$ cat src/rtl/first_fit_heap_allocator_top_macros.svh
// Assertion macros for the first-fit heap allocator.
`ifndef FIRST_FIT_HEAP_ALLOCATOR_TOP_MACROS_SVH
`define FIRST_FIT_HEAP_ALLOCATOR_TOP_MACROS_SVH
`ifndef SYNTHESIS
`define FFHA_ASSERT_IMPL(label, clk, rst_n, a, b) \
    label: assert property (@(posedge clk) disable iff (!rst_n) (a) |-> (b)) \
        else $error("ffha assertion failed");
`define FFHA_ASSERT_NEXT(label, clk, rst_n, a, b) \
    label: assert property (@(posedge clk) disable iff (!rst_n) (a) |=> (b)) \
        else $error("ffha assertion failed");
`else
`define FFHA_ASSERT_IMPL(label, clk, rst_n, a, b)
`define FFHA_ASSERT_NEXT(label, clk, rst_n, a, b)
`endif
`endif

$ cat src/rtl/ffha_pkg.sv
// Shared constants, operation codes and interface types of the heap allocator.
`timescale 1ns / 1ps
package ffha_pkg;

    localparam int DEF_HEAP_BYTES   = 512;
    localparam int DEF_HEADER_BYTES = 16;
    localparam int REQ_W            = 16;
    localparam int OFF_W            = 9;
    localparam int OP_W             = 5;

    localparam logic [OP_W-1:0] OP_NONE      = 5'd0;
    localparam logic [OP_W-1:0] OP_LOAD      = 5'd1;
    localparam logic [OP_W-1:0] OP_RD_CUR    = 5'd2;
    localparam logic [OP_W-1:0] OP_ADV       = 5'd3;
    localparam logic [OP_W-1:0] OP_A_TAKE    = 5'd4;
    localparam logic [OP_W-1:0] OP_A_SPLIT   = 5'd5;
    localparam logic [OP_W-1:0] OP_A_SHRINK  = 5'd6;
    localparam logic [OP_W-1:0] OP_A_UNLINK  = 5'd7;
    localparam logic [OP_W-1:0] OP_F_END     = 5'd8;
    localparam logic [OP_W-1:0] OP_RD_BLK    = 5'd9;
    localparam logic [OP_W-1:0] OP_F_GETB    = 5'd10;
    localparam logic [OP_W-1:0] OP_F_GETC    = 5'd11;
    localparam logic [OP_W-1:0] OP_F_MPREV   = 5'd12;
    localparam logic [OP_W-1:0] OP_F_MNEXT   = 5'd13;
    localparam logic [OP_W-1:0] OP_F_LINK    = 5'd14;
    localparam logic [OP_W-1:0] OP_DONE_OK   = 5'd15;
    localparam logic [OP_W-1:0] OP_DONE_FAIL = 5'd16;

    typedef struct packed {
        logic [OP_W-1:0] op;
    } cmd_t;

    typedef struct packed {
        logic walk_ok;
        logic fit;
        logic free_null;
        logic free_bad;
        logic scan_more;
        logic steps_max;
    } sts_t;

endpackage

$ cat src/rtl/ffha_controller.sv
// Sequencer that walks the free list and orders header updates.
`timescale 1ns / 1ps
`include "first_fit_heap_allocator_top_macros.svh"
module ffha_controller (
    input  logic          clk,
    input  logic          rst_n,
    input  logic          start,
    input  logic          action,
    output logic          busy,
    output ffha_pkg::cmd_t cmd,
    input  ffha_pkg::sts_t sts
);
    import ffha_pkg::*;

    localparam logic [3:0] S_IDLE   = 4'd0;
    localparam logic [3:0] S_A_TEST = 4'd1;
    localparam logic [3:0] S_A_EVAL = 4'd2;
    localparam logic [3:0] S_A_W1   = 4'd3;
    localparam logic [3:0] S_A_W2   = 4'd4;
    localparam logic [3:0] S_A_W3   = 4'd5;
    localparam logic [3:0] S_F_CHK  = 4'd6;
    localparam logic [3:0] S_F_TEST = 4'd7;
    localparam logic [3:0] S_F_ADV  = 4'd8;
    localparam logic [3:0] S_F_RDB  = 4'd9;
    localparam logic [3:0] S_F_RDC  = 4'd10;
    localparam logic [3:0] S_F_MP   = 4'd11;
    localparam logic [3:0] S_F_W1   = 4'd12;
    localparam logic [3:0] S_F_W2   = 4'd13;
    localparam logic [3:0] S_F_W3   = 4'd14;

    logic [3:0] state_reg;
    logic [3:0] state_next;

    assign busy = (state_reg != S_IDLE);

    always_comb
    begin
        state_next = state_reg;
        cmd.op     = OP_NONE;
        case (state_reg)
            S_IDLE:
            begin
                if (start)
                begin
                    cmd.op     = OP_LOAD;
                    state_next = action ? S_F_CHK : S_A_TEST;
                end
            end
            S_A_TEST:
            begin
                if (sts.walk_ok)
                begin
                    cmd.op     = OP_RD_CUR;
                    state_next = S_A_EVAL;
                end
                else
                begin
                    cmd.op     = OP_DONE_FAIL;
                    state_next = S_IDLE;
                end
            end
            S_A_EVAL:
            begin
                if (sts.fit)
                begin
                    cmd.op     = OP_A_TAKE;
                    state_next = S_A_W1;
                end
                else
                begin
                    cmd.op     = OP_ADV;
                    state_next = S_A_TEST;
                end
            end
            S_A_W1:
            begin
                cmd.op     = OP_A_SPLIT;
                state_next = S_A_W2;
            end
            S_A_W2:
            begin
                cmd.op     = OP_A_SHRINK;
                state_next = S_A_W3;
            end
            S_A_W3:
            begin
                cmd.op     = OP_A_UNLINK;
                state_next = S_IDLE;
            end
            S_F_CHK:
            begin
                if (sts.free_null)
                begin
                    cmd.op     = OP_DONE_OK;
                    state_next = S_IDLE;
                end
                else if (sts.free_bad)
                begin
                    cmd.op     = OP_DONE_FAIL;
                    state_next = S_IDLE;
                end
                else
                begin
                    state_next = S_F_TEST;
                end
            end
            S_F_TEST:
            begin
                if (!sts.scan_more)
                begin
                    state_next = S_F_RDB;
                end
                else if (sts.steps_max)
                begin
                    cmd.op     = OP_F_END;
                    state_next = S_F_RDB;
                end
                else
                begin
                    cmd.op     = OP_RD_CUR;
                    state_next = S_F_ADV;
                end
            end
            S_F_ADV:
            begin
                cmd.op     = OP_ADV;
                state_next = S_F_TEST;
            end
            S_F_RDB:
            begin
                cmd.op     = OP_RD_BLK;
                state_next = S_F_RDC;
            end
            S_F_RDC:
            begin
                cmd.op     = OP_F_GETB;
                state_next = S_F_MP;
            end
            S_F_MP:
            begin
                cmd.op     = OP_F_GETC;
                state_next = S_F_W1;
            end
            S_F_W1:
            begin
                cmd.op     = OP_F_MPREV;
                state_next = S_F_W2;
            end
            S_F_W2:
            begin
                cmd.op     = OP_F_MNEXT;
                state_next = S_F_W3;
            end
            S_F_W3:
            begin
                cmd.op     = OP_F_LINK;
                state_next = S_IDLE;
            end
            default:
            begin
                state_next = S_IDLE;
            end
        endcase
    end

    always_ff @(posedge clk or negedge rst_n)
    begin
        if (!rst_n)
        begin
            state_reg <= S_IDLE;
        end
        else
        begin
            state_reg <= state_next;
        end
    end

    `FFHA_ASSERT_NEXT(a_accept_busy, clk, rst_n, start && !busy, busy)
    `FFHA_ASSERT_IMPL(a_eval_after_read, clk, rst_n, state_reg == S_A_EVAL,
        $past(cmd.op) == OP_RD_CUR)
    `FFHA_ASSERT_IMPL(a_idle_ops, clk, rst_n, !busy,
        cmd.op == OP_NONE || cmd.op == OP_LOAD)

endmodule

$ cat config.mk
export PLATFORM = sky130hd
export DESIGN_NAME = ffha_controller
export DESIGN_NICKNAME = d
export VERILOG_FILES = /design/src/rtl/ffha_pkg.sv /design/src/rtl/ffha_controller.sv
export VERILOG_INCLUDE_DIRS = /design/src /design/src/rtl
export SDC_FILE = /design/constraint.sdc
export NUM_CORES = 1
export LEC_CHECK = 0
export ABC_AREA = 1
export BUFFER_PORTS_ARGS = -buffer_cell sky130_fd_sc_hd__buf_2
export CAP_MARGIN = 25
export CORE_AREA = 2 2 39 41
export CTS_BUF_LIST = sky130_fd_sc_hd__clkbuf_16
export DETAILED_ROUTE_END_ITERATION = 8
export DIE_AREA = 0 0 41 43
export PLACE_DENSITY_LB_ADDON = 0.2
export RECOVER_POWER = 50
export SETUP_SLACK_MARGIN = 0.2
export SKIP_CTS_REPAIR_TIMING = 1
export SLEW_MARGIN = 20
export SYNTH_ARGS = -nofsm -noshare
export SYNTH_HDL_FRONTEND = slang
export SYNTH_SLANG_ARGS = --single-unit
$ cat constraint.sdc
create_clock -name clk -period 2.7 [get_ports clk]
set_clock_uncertainty 0.05 [all_clocks]
set_input_delay 0.54 -clock clk [delete_from_list [all_inputs] [get_ports clk]]
set_output_delay 0.54 -clock clk [all_outputs]
set_load 0.01 [all_outputs]
Word-level counts from Yosys, hierarchy flattened
Index checks and enable logic that the tools add are counted.
- output and inout bits: 6
- bits in registers: 4
- mux-type cells: 17
- equality and inequality tests: 15
- reductions and logical operators: 2
- operators with widths (operator ; count):
    $pmux W5 S15 ; 1
    $pmux W4 S13 ; 1
    $eq A4 B4 Y1 const B ; 7
    $eq A4 B3 Y1 const B ; 4
    $mux W5 ; 3
    $mux W3 ; 4
    $mux W4 ; 3
    $eq A4 B2 Y1 const B ; 2
    $eq A4 B1 Y1 const B ; 1
    $logic_not A4 Y1 ; 1
    $mux W2 ; 2
    $reduce_bool A4 Y1 ; 1
    $mux W1 ; 3
    $ne A2 B2 Y1 const B ; 1

Depth between registers and ports, before layout
- depth after elaboration: 3
- mapped depth: 7
- depth with buffers taken out: 7

Worst setup path after synthesis
Ideal clock, no wire load.
- path type: register to output
- start: register state_reg[0]
- end: output port cmd[0] (netlist bit)
- arrival time: 1.013 ns
- cell stages (with the launch flop): 8
- path buffers: 0
- path slack: 1.097 ns
- cell sequence: dfrtp_1 > inv_1 > nand2_1 > nor2_4 > nand2_1 > nand2_1 > inv_1 > nand3_1
- RTL lines (what ; line ; source):
    from (decl) ; ffha_controller.sv:31 ; logic [3:0] state_reg;
    from (signal assigned) ; ffha_controller.sv:174 ; state_reg <= state_next;
    to (decl) ; ffha_controller.sv:10 ; output ffha_pkg::cmd_t cmd,

==> summary.md <==
| Metric | Value |
|---|---|
| Clk buf depth | 2 |
| Fin. Hold Viols | 0 |
| Antenna Cells | 0 |
| Syn. warnings | 0 |
| Post-synth cell types | 17 |
| Max reg flops | 4 |
| CP Class | reg2out |
| RSZ-0062 raised after global routing | no |
| Clock transition at path regs | 0.03 ns |
| Placer Congestion | around 0.96 |
| Worst path slowest cell | dfrtp_1 |
| WL/cell | 10.78 um |
| Final Critical Period | between 2 and 2.5 ns |
| Crit path capture type | primary output |
| IO Pins | 16 |
| Synth Net Count | 102 |
| Detailed placer's ending HPWL | roughly 1100 um |
| Reg-to-reg startpoint | state_reg[1] |
| Outcome | finished, final reports clean |
| Worst R2R End | state_reg[0] |
| Synth area leader | nor2_1 |
| Num Clock Sinks | 4 |
| CP Data Required Time | 2.11 ns |
| Chip height | about 43 um |
| Fmax | about 0.47 GHz |
| Top cell type's share of synthesized area | 0.2072 |
| Area of placed instances | between 500 and 600 sq um |
| CTS tree | yes |
| Internal reg-to-reg setup slack | around 1.3 ns |
| Layout area overhead | 33.50% |
| Gr ovfl total | 0 |
| CP Data Arrival Time | between 1.5 and 2 ns |
| Type of origin of the critical path | register |
| Post-synthesis sequential area ratio | 0.2046 |
| Core ar. | 1384 sq um |
| Layout cells sized above 1 | 0.1909 |
| Skew-Pair Late Insertion Delay | between 0.2 and 0.25 ns |
| Crit path top cell by count | inv_1 |
| Final wirelength | approximately 1400 um |
| Total Nets Final | 122 |
| P_leak | 0.3601 nW |
| Crit-path cells | inv_1 > nand2_1 > inv_1 > nand3_1 > inv_1 > nor3_1 > nand2_1 > buf_2 |
| Synth area leaders | nor2_1, dfrtp_1, nand2_1 |
| Vias per cell | approximately 5.3 |
| Setup Viol. Count Final | 0 |
| Fin area | 653.1 sq um |
| CTS Buf Count | 3 |
| Hold WC Path Type | in2async |
| Global-route wire length before repair | about 2100 um |
| Drt first pass iters | 4 |
| FF+latch count, synth | 4 |
| Clk root buf | clkbuf_16 |
| Cell row count | 14 |
| DRT antenna net count | 0 |
| CP max FO | 7 |
| Rel. slew slack | 0.8139 |
| Crit share post-route | 0.7956 |
| Initial antenna violation count | 0 |
| Total track usage | 0.1769 |
| Peak supply drop | 0.7928 mV |
| Die width | between 40 and 50 um |
| Starting Density | 0.3535 |
| Vias in the first global route | between 500 and 600 |
| Max stage delay on crit path | between 0.4 and 0.5 ns |
| Worst Reg-to-Reg Cells | 6 |
| DRC viols | 0 |
| Max-cap viol count | 0 |
| Largest net degree at the start of global routing | 8 |
| DIE AREA | roughly 1800 sq um |
| Pwr dens | 1320 nW/um^2 |
| Routed via count | 667 |
| Least-Margin Pin Slew | around 0.28 ns |
| Iter 0 DRT Violations | 44 |
| I/O Buffers | 15 |
| Total negative slack | 0 ns |
| Max-slew violation count | 0 |
| Cell area after synthesis | slightly below 500 sq um |
| Syn Area/Cell | ~5.3 sq um |
| H-tree depth | 1 |
| Synthesized instance count | between 90 and 100 |
==> layer usage <==
layer | GRT usage | share of wire | routed length (um) | up-vias
met2 | 0.2656 | 0.47 | 644 | 43
met1 | 0.2419 | 0.43 | 583 | 290
met5 | 0 | 0 | 0 | -
met3 | 0.04712 | 0.096 | 130 | 0
li1 | - | - | - | 334
met4 | 0.04667 | 0 | 0 | 0
==> where the power goes <==
part           internal [mW]  leakage, nW  switching, mW
sequential            0.0892       0.0517         0.0455
combinational          0.176        0.271          0.326
clock                  0.189       0.0370         0.0369
total                  0.454        0.360          0.409
==> metrics by stage <==
step | hold slack [ns] | power, mW | utilization | instances | setup slack, ns
2_1_floorplan | 0.1944 | 0.4874 | - | 92 | 1.097
3_3_place_gp | 0.2962 | 0.6492 | 0.4222 | 123 | 0.8248
3_5_place_dp | 0.2973 | 0.6401 | 0.4222 | 123 | 0.8661
4_1_cts | 0.06256 | 0.8783 | 0.4765 | 126 | 0.6171
5_1_grt | 0.1018 | 0.9416 | 0.4720 | 126 | 0.3907
6_report | 0.08595 | 0.8620 | 0.4720 | 126 | 0.5518
==> cells in the final DEF, fill, tap and decap left out, drive strengths merged <==
cell type and instances:
nand2 24, inv 11, nor2 30, o21ai 4, dfrtp 4, buf 14, clkbuf 4, nor3 4
a31oi 1, o2111ai 1, nand4 2, o211ai 1, nand3 7, nand3b 1, a21oi 2
==> synthesized netlist by cell type <==
master,n
a21oi_1,2
o21ai_0,4
inv_1,10
o211ai_1,1
nor2_4,1
nor3_1,4
inv_2,1
nor2_2,2
nor2_1,27
nand2_1,22
o2111ai_1,1
nand3_1,7
nand3b_1,1
dfrtp_1,4
nand2_2,2
nand4_1,2
a31oi_1,1
==> worst max path at each step <==
stage,from,endpoint,slack (ns)
after floorplan,state_reg[0],cmd[0],1.10
after global placement,state_reg[3],cmd[3],0.82
after detailed placement,state_reg[1],cmd[1],0.87
after CTS,state_reg[1],cmd[1],0.62
after global routing,state_reg[1],cmd[1],0.39
final,state_reg[1],cmd[1],0.55
==> logic make-up (layout without fill, tap and decap cells) <==
logic type	after synthesis	after routing	synth area share
flip-flops	4	4	0.2046
AO/OA/AOI/OAI	9	9	0.1074
buffers and inverters	11	29	0.08440
AND/OR/NAND/NOR	68	68	0.6036
==> critical path: cells and delay by family (launching register included) <==
kind / cells / cell delay [ns]
and+or+nand+nor: 4 / 0.51
DFF: 1 / 0.45
buffers and inverters: 4 / 0.39
==> layout make-up <==
type / instances / area (sq um)
multi-input combinational: 77 / 342.8
timing repair buffer: 15 / 73.82
fill: 154 / 730.7
clock buffer: 3 / 75.07
inverter: 11 / 41.29
sequential: 4 / 100.1
tap: 16 / 20.02
No activity file was read; power rests on OpenSTA's default activity.
